<file path="config.mk">
export PLATFORM = sky130hd
export DESIGN_NAME = hmq_scorer
export DESIGN_NICKNAME = d
export VERILOG_FILES = /design/src/hw/rtl/hmq_pkg.sv /design/src/hw/rtl/hmq_scorer.sv
export SDC_FILE = /design/constraint.sdc
export NUM_CORES = 1
export LEC_CHECK = 0
export BUFFER_PORTS_ARGS = -buffer_cell sky130_fd_sc_hd__buf_2
export CAP_MARGIN = 10
export CORE_AREA = 2 2 441 443
export CTS_CLUSTER_DIAMETER = 120
export DETAILED_ROUTE_END_ITERATION = 16
export DIE_AREA = 0 0 443 445
export GPL_ROUTABILITY_DRIVEN = 0
export PLACE_DENSITY = 0.4
export SLEW_MARGIN = 40
export SYNTH_ARGS = -nofsm -noshare
export SYNTH_HDL_FRONTEND = slang
export SYNTH_SLANG_ARGS = --single-unit
</file>
<file path="constraint.sdc">
create_clock -name clk -period 2.3 [get_ports clk]
set_input_delay 0.115 -clock clk [delete_from_list [all_inputs] [get_ports clk]]
set_output_delay 0.115 -clock clk [all_outputs]
set_load 0.05 [all_outputs]
</file>
<file path="src/hw/rtl/hmq_pkg.sv">
// ----------------------------------------------------------------------------
// hmq_pkg
// Shared types and constants of the hypervector mismatch query block.
// ----------------------------------------------------------------------------
package hmq_pkg;

	localparam int NUM_VECTORS_DEF = 16;
	localparam int MAX_WORDS_DEF   = 1024;
	localparam int WORD_BITS_DEF   = 64;

	localparam int ROW_W   = 4;
	localparam int IDX_W   = 10;
	localparam int VAL_W   = 64;
	localparam int SCORE_W = 11;
	localparam int VIU_W   = 5;
	localparam int WIU_W   = 11;

	localparam int CFG_ADDR_W = 2;
	localparam int CFG_DATA_W = 11;

	localparam logic [CFG_ADDR_W-1:0] REG_VECTORS_IN_USE = 2'd0;
	localparam logic [CFG_ADDR_W-1:0] REG_WORDS_IN_USE   = 2'd1;

	localparam logic [VIU_W-1:0] VIU_RESET = 5'd16;
	localparam logic [WIU_W-1:0] WIU_RESET = 11'd1024;

	localparam logic FUNC_LOAD  = 1'b0;
	localparam logic FUNC_QUERY = 1'b1;

	localparam logic [SCORE_W-1:0] SCORE_MAX = '1;

	typedef struct packed {
		logic             func;
		logic [ROW_W-1:0] row;
		logic [IDX_W-1:0] word_index;
		logic [VAL_W-1:0] value;
	} hmq_in_t;

	typedef struct packed {
		logic [ROW_W-1:0]   class_row;
		logic [SCORE_W-1:0] score;
		logic               last;
	} hmq_out_t;

	typedef struct packed {
		logic valid;
		logic first;
		logic last_word;
	} hmq_ctl_t;

endpackage

</file>
<file path="src/hw/rtl/hmq_scorer.sv">
// ----------------------------------------------------------------------------
// hmq_scorer
// Per-row mismatch counters and the score readout onto the result channel.
// ----------------------------------------------------------------------------
module hmq_scorer #(
	parameter int NUM_VECTORS = hmq_pkg::NUM_VECTORS_DEF,
	parameter int WORD_BITS   = hmq_pkg::WORD_BITS_DEF,
	parameter int NV_W        = $clog2(NUM_VECTORS + 1),
	parameter int RW          = (NUM_VECTORS > 1) ? $clog2(NUM_VECTORS) : 1
) (
	input  logic                                  clk,
	input  logic                                  arst_n,
	input  hmq_pkg::hmq_ctl_t                     ctl_s1,
	input  logic [WORD_BITS-1:0]                  value_s1,
	input  logic [NUM_VECTORS-1:0][WORD_BITS-1:0] rdata,
	input  logic [NV_W-1:0]                       nv,
	output logic                                  result_valid,
	input  logic                                  result_ready,
	output hmq_pkg::hmq_out_t                     result_word,
	output logic                                  busy
);

	import hmq_pkg::*;

	logic [SCORE_W-1:0] scores_q [NUM_VECTORS];
	logic [SCORE_W-1:0] scores_d [NUM_VECTORS];
	logic               emit_q;
	logic [RW-1:0]      emit_row_q;
	logic               result_valid_q;
	hmq_out_t           result_word_q;
	logic               emit_last;
	logic               load_out;

	always_comb begin
		logic [SCORE_W-1:0] base;
		base = '0;
		for (int r = 0; r < NUM_VECTORS; r++) begin
			base = ctl_s1.first ? '0 : scores_q[r];
			if ((r < int'(nv)) && (rdata[r] != value_s1) && (base != SCORE_MAX)) begin
				scores_d[r] = base + SCORE_W'(1);
			end else begin
				scores_d[r] = base;
			end
		end
	end

	always_ff @(posedge clk or negedge arst_n) begin
		if (!arst_n) begin
			for (int r = 0; r < NUM_VECTORS; r++) begin
				scores_q[r] <= '0;
			end
		end else if (ctl_s1.valid) begin
			for (int r = 0; r < NUM_VECTORS; r++) begin
				scores_q[r] <= scores_d[r];
			end
		end
	end

	assign emit_last = (int'(emit_row_q) == int'(nv) - 1);
	assign load_out  = emit_q && (!result_valid_q || result_ready);

	always_ff @(posedge clk or negedge arst_n) begin
		if (!arst_n) begin
			emit_q         <= 1'b0;
			emit_row_q     <= '0;
			result_valid_q <= 1'b0;
		end else begin
			if (ctl_s1.valid && ctl_s1.last_word) begin
				emit_q     <= 1'b1;
				emit_row_q <= '0;
			end else if (load_out) begin
				if (emit_last) begin
					emit_q <= 1'b0;
				end else begin
					emit_row_q <= emit_row_q + RW'(1);
				end
			end
			if (load_out) begin
				result_valid_q <= 1'b1;
			end else if (result_ready) begin
				result_valid_q <= 1'b0;
			end
		end
	end

	always_ff @(posedge clk) begin
		if (load_out) begin
			result_word_q.class_row <= ROW_W'(emit_row_q);
			result_word_q.score     <= scores_q[emit_row_q];
			result_word_q.last      <= emit_last;
		end
	end

	assign result_valid = result_valid_q;
	assign result_word  = result_word_q;
	assign busy         = emit_q;

endmodule

</file>
==> results.py, run 1 <==
metrics = {
    "synthesis": {
        "syn-num-nets": 3934,
        "yosysTopAreaCell": "xor2_1",
        "yosysSeqAreaShare_pct": 20.2,
        "async_flop_share_pct": 91.9,
        "ys.warnings.count": 0,
        "yosysMostFrequentCell": "xor2_1",
        "synth_seq_cells": 198,
        "synthTopCellsByArea": "xor2_1, xnor2_1, dfrtp_1, nand4_1, mux4_2",
        "synth_area_mm2": 0.0249,
        "yosys.area.top_type_share_pct": 19.3,
        "synth_ff_type": "dfrtp_1",
        "synthTopCellsByCount": "xor2_1, xnor2_1, nand4_1, dfrtp_1, nand2_1",
        "synth_edf_count": 16,
        "synth_cell_types": 80,
        "netlist_instances": 2816,
        "syn_area_per_cell_um2": 8.84,
    },
    "critical_path": {
        "crit_path_end_kind": "flip-flop",
        "critical_path_class": "input pin to flip-flop",
        "arrival_ns": 2.73,
        "required_ns": 2.70,
        "cp_max_fo": 8,
        "worstSetupStartpointType": "input pin",
    },
    "timing": {
        "maxSlewViolCount": 0,
        "max_slew_margin_pct": 53.3,
        "worst_slew_pin_slew_ns": 0.699,
        "rsz0062_at_grt": "true",
        "hold_viol_final": 0,
        "post-route-min-period_ns": 2.33,
        "worst_slack_ns": -0.0313,
        "setup_viol": 7,
        "finalCritPeriodShare_pct": 101,
        "fmax_mhz": 429,
        "finClkSkew_ns": 0.0160,
    },
    "detailed_routing": {
        "dr_total_vias": 31522,
        "drtIter0Drc": 3564,
        "drtPass1Iterations": 5,
        "ant_nets": 0,
        "via_per_inst": 4.48,
        "drc_errors": 0,
        "drt-wirelength-per-cell_um": 33.4,
        "routed_wl_um": 235000,
    },
    "power_and_ir_drop": {
        "ir_drop_v": 0.000394,
        "leakage_nw": 18.3,
        "power_mw": 17.4,
        "powerDensity_mw_per_mm2": 409,
    },
    "clocking": {
        "clk_latency_ns": 0.51,
        "clock_path_buffers": 2,
        "htreeDepth": 4,
        "clk_pin_slew_ns": 0.09,
        "cts-root-buf": "clkbuf_16",
        "cts_buffers": 17,
        "cts_sinks": 198,
        "cts_tree": "yes",
    },
    "layout": {
        "nFillCells": 21282,
        "syn2layout_area_growth_pct": 71.1,
        "nets": 5574,
        "drive_gt1_share_pct": 48.2,
    },
    "global_routing": {
        "track_usage_pct": 22.7,
        "antenna_found_initial": 71,
        "grt_pass1_vias": 30967,
        "grt_pass1_wl_um": 297000,
        "grt_max_degree": 54,
        "gr-total-overflow": 0,
    },
    "min_path": {
        "hold_class": "input pin to async pin",
    },
    "run_status": {
        "failed_checks": "setup timing",
        "outcome": "finished with violations",
    },
    "die": {
        "die_h_um": 445,
        "core_mm2": 0.192,
        "boundaryPins": 1117,
        "start_util_pct": 13.0,
        "rows": 161,
        "die_area_mm2": 0.197,
        "die_w_um": 443,
    },
    "placement": {
        "preCtsSetupSlack_ns": -1.38,
        "place_hpwl_um": 199000,
        "io_buffers": 1116,
    },
    "job": {
        "drv_cap": 0,
    },
}
-- cell type report --
cell class	count	area, um^2	share of cell area (%)
inverter	41	154	0.361
clock inverter	15	215	0.505
antenna	34	85.1	0.200
timing repair buffer	1839	13500	31.7
multi-input combinational	2359	20000	47.0
clock buffer	17	425	0.999
tap	2526	3160	7.42
sequential	198	5040	11.8
-- cells by family after synthesis --
| family | synth area share, % |
|---|---|
| mux | 5.62 |
| flops | 20.2 |
| buf+inv | 6.59 |
| compound gates | 7.17 |
| xor+xnor | 38.2 |
| fa+ha+maj | 0.955 |
| simple gates | 21.2 |
-- worst max-delay path, stage by stage --
cell	delay (ns)
buf_2	0.12
buf_12	0.14
buf_4	0.20
xor2_1	0.42
nor4_1	0.11
nand4_1	0.21
buf_4	0.19
nor4_4	0.05
buf_12	0.14
or4_1	0.54
and3_1	0.20
a211o_1	0.26
-- metal layers --
layer | up-vias | track usage, % | part of all wire, %
li1 | 13340 | - | -
met1 | 15679 | 28.7 | 40
met2 | 2051 | 35.3 | 44
met3 | 416 | 6.74 | 9.8
met4 | 36 | 10.9 | 5.9
met5 | - | 0 | 0.10
-- placed cells by master (no fill, tap or decap), drive strengths merged, types with 11 or more instances in the layout --
cell type,netlist,final
a31oi,21,21
and4,12,12
nor2,70,70
nand4,213,213
nor2b,43,43
nor4,185,185
nand3,91,91
xnor2,537,537
inv,41,47
and3,58,58
mux2i,16,16
or4,11,11
edfxtp,16,16
mux4,55,55
xor2,549,549
nand2,181,181
buf,167,1832
and2,15,15
a21oi,34,34
o21ai,23,23
ha,19,19
clkbuf,52,19
o211ai,18,18
nor3,42,42
dfrtp,182,182
diode,0,34
-- sequential cells by signal, summed over array words and instances (netlist names) --
register and count:
emit_row_q 4, busy 1, scores_q 176, result_word 16, result_valid 1
-- report_power, final --
| group | total, mW | switching [mW] | internal [mW] | leakage, nW |
|---|---|---|---|---|
| Clock | 3.44 | 1.67 | 1.76 | 0.315 |
| Combinational | 9.74 | 5.44 | 4.31 | 15.3 |
| Sequential | 4.22 | 0.339 | 3.89 | 2.60 |
-- what timing repair did --
action                                  4_1_cts  5_1_grt
gates cloned                                  5        1
gates resized for setup                     139      174
hold endpoints to repair                     47        0
hold buffers                                  3        0
endpoints found under the setup margin      146      131
setup buffers                                24       40
pin swaps                                    73       92
-- path summary, 6_finish.rpt --
check | slack [ns] | depth (start not counted) | end | startpoint
max in group asynchronous | 1.40 | 3 | scores_q[62] | arst_n
setup reg to reg | 0.08 | 9 | scores_q[110] | scores_q[111]
hold reg to reg | 0.52 | 1 | scores_q[120] | scores_q[120]
setup / recovery | -0.03 | 12 | scores_q[59] | value_s1[10]
hold / removal | 0.14 | 2 | scores_q[37] | arst_n
min in group clk | 0.14 | 3 | scores_q[48] | ctl_s1[2]
-- metrics by stage --
stage | hold WS, ns | cell area [um^2] | std cells | utilization (%) | TNS, ns
2_1_floorplan | -0.181 | 25200 | 2816 | - | -0.914
3_3_place_gp | 0.126 | 39300 | 6902 | 20.5 | -143.22
5_1_grt | 0.142 | 42500 | 7011 | 22.2 | -0.414
4_1_cts | 0.117 | 41200 | 6962 | 21.5 | -0.860
6_report | 0.135 | 42600 | 7029 | 22.2 | -0.112
3_5_place_dp | 0.122 | 39400 | 6903 | 20.5 | -130.25
Note: power is estimated with default switching activity, not from simulation.
==> inputs of run 2 (changes only) <==
--- a/config.mk
+++ b/config.mk
@@ -7,12 +7,12 @@
 export LEC_CHECK = 0
 export BUFFER_PORTS_ARGS = -buffer_cell sky130_fd_sc_hd__buf_2
 export CAP_MARGIN = 10
-export CORE_AREA = 2 2 441 443
+export CORE_AREA = 2 2 433 435
 export CTS_CLUSTER_DIAMETER = 120
 export DETAILED_ROUTE_END_ITERATION = 16
-export DIE_AREA = 0 0 443 445
+export DIE_AREA = 0 0 435 437
 export GPL_ROUTABILITY_DRIVEN = 0
-export PLACE_DENSITY = 0.4
+export PLACE_DENSITY = 0.41
 export SLEW_MARGIN = 40
 export SYNTH_ARGS = -nofsm -noshare
 export SYNTH_HDL_FRONTEND = slang
==> results.py, run 2 (synthesis gave the netlist of run 1 again) <==
metrics = {
    "run_status": {
        "outcome": "finished with violations",
        "failed_checks": "setup timing",
    },
    "global_routing": {
        "grt_max_degree": 75,
        "gr-total-overflow": 0,
        "track_usage_pct": 23.4,
        "antenna_found_initial": 100,
        "grt_pass1_vias": 30945,
        "grt_pass1_wl_um": 295000,
    },
    "die": {
        "die_w_um": 435,
        "die_h_um": 437,
        "core_mm2": 0.185,
        "start_util_pct": 13.4,
        "die_area_mm2": 0.190,
        "rows": 158,
        "boundaryPins": 1117,
    },
    "timing": {
        "setup_viol": 15,
        "hold_viol_final": 0,
        "maxSlewViolCount": 0,
        "fmax_mhz": 413,
        "max_slew_margin_pct": 43.5,
        "worst_slack_ns": -0.119,
        "finClkSkew_ns": 0.0184,
        "post-route-min-period_ns": 2.42,
        "final.setup.tns_ns": -0.737,
        "rsz0062_at_grt": "true",
        "worst_slew_pin_slew_ns": 0.845,
        "finalCritPeriodShare_pct": 105,
    },
    "layout": {
        "layout_commonest_cell": "buf_2",
        "mostFrequentLayoutCells": "buf_2, xor2_1, xnor2_1",
        "syn2layout_area_growth_pct": 66.2,
        "drive_gt1_share_pct": 46.5,
        "largest_register_ffs": 176,
        "fin_area_mm2": 0.0414,
        "fin_util_pct": 22.4,
        "largest-register": "scores_q",
        "nets": 5539,
        "nFillCells": 20604,
    },
    "critical_path": {
        "rr_endpoint": "scores_q[132]",
        "cp-endpoint": "scores_q[140]",
        "cp_top_family": "simple AND/OR/NAND/NOR gates",
        "r2r_slack_ns": 0.02,
        "cp_max_fo": 6,
        "crit_path_end_kind": "flip-flop",
        "crit_cells": 11,
        "startpoint": "value_s1[42]",
        "ff2ff_path_depth": 9,
        "max_stage_delay_ns": 0.60,
        "crit_slowest_cell": "nor4_4",
        "cpMostUsedCell": "buf_4",
        "crit_chain": "buf_2 > buf_4 > xor2_1 > nor4_1 > nand4_1 > buf_6 > nor4_4 > buf_4 > nor2_4 > and3_4 > o22a_1",
        "r2r_start": "scores_q[132]",
        "worstSetupStartpointType": "input pin",
        "worst-path-buf-inv": 4,
        "required_ns": 2.68,
        "critical_path_class": "input pin to flip-flop",
        "arrival_ns": 2.80,
    },
    "clocking": {
        "htreeDepth": 4,
        "cts_buffers": 17,
        "cts-root-buf": "clkbuf_16",
        "clock_path_buffers": 2,
        "clk_latency_ns": 0.50,
        "clk_pin_slew_ns": 0.08,
        "cts_sinks": 198,
        "cts_tree": "yes",
    },
    "min_path": {
        "hold_class": "input pin to flip-flop",
        "whs_path_depth": 3,
        "min-delay-start": "ctl_s1[2]",
    },
    "job": {
        "drv_cap": 0,
    },
    "detailed_routing": {
        "drtIter0Drc": 3442,
        "ant_nets": 0,
        "routed_wl_um": 231000,
        "via_per_inst": 4.49,
        "drc_errors": 0,
        "drt-wirelength-per-cell_um": 33.2,
        "drtPass1Iterations": 5,
        "dr_total_vias": 31276,
    },
    "placement": {
        "preCtsSetupSlack_ns": -1.09,
        "place_area_mm2": 0.0389,
        "place_hpwl_um": 200000,
        "io_buffers": 1116,
    },
    "power_and_ir_drop": {
        "leakage_nw": 17.8,
        "powerDensity_mw_per_mm2": 407,
        "ir_drop_v": 0.000528,
    },
}
## run 2: through the flow
stage / power, mW / instances / hold slack [ns]
finish: 16.8 / 6972 / 0.139
global route: 17.5 / 6950 / 0.150
CTS: 16.7 / 6892 / 0.116
detailed placement: 13.3 / 6844 / 0.128
global placement: 13.3 / 6842 / 0.127
floorplan: 8.27 / 2816 / -0.181
## run 2: final cells by class
class	count	area, um^2	share of cell area, %
Clock buffer	21	450	1.09
Inverter	41	154	0.372
Clock inverter	11	114	0.275
Sequential cell	198	5040	12.2
Timing Repair Buffer	1803	12800	30.9
Multi-Input combinational cell	2360	19600	47.4
Antenna cell	58	145	0.351
Tap cell	2480	3100	7.50
## run 2: power by group
group	internal (mW)	leakage, nW	total [mW]	switching, mW
clock network	1.55	0.277	3.16	1.61
logic	4.13	14.9	9.44	5.31
registers	3.89	2.60	4.24	0.348
## run 2: repair_timing
item,in CTS,in global routing
buffers inserted,18,24
gates cloned,1,1
hold buffers,3,0
endpoints found under the setup margin,138,102
hold endpoints to repair,44,0
pin swaps,45,79
gates resized for setup,108,124
## run 2: layer usage
| layer | up-vias | track usage, % | wire length (um) |
|---|---|---|---|
| met1 | 15499 | 29.4 | 93100 |
| met5 | - | 0 | 370 |
| met3 | 437 | 7.15 | 23400 |
| met4 | 62 | 12.0 | 14300 |
| li1 | 13293 | - | - |
| met2 | 1985 | 35.8 | 100000 |
## run 2: worst reg2reg max path, cell delays in order (launching register included)
cell	delay (ns)
dfrtp_1	0.38
nor2b_1	0.15
ha_1	0.24
nand3_2	0.09
nor3_1	0.07
and4_1	0.22
a41o_1	0.24
or4b_2	0.61
o21ai_1	0.10
a21oi_1	0.07
## run 2: how the worst min path moves through the flow
stage	end	slack, ns
after global routing	scores_q[33]	0.15
final	scores_q[35]	0.14
after CTS	scores_q[35]	0.12
after detailed placement	scores_q[138]	0.13
after floorplan	busy	-0.18
after global placement	scores_q[138]	0.13
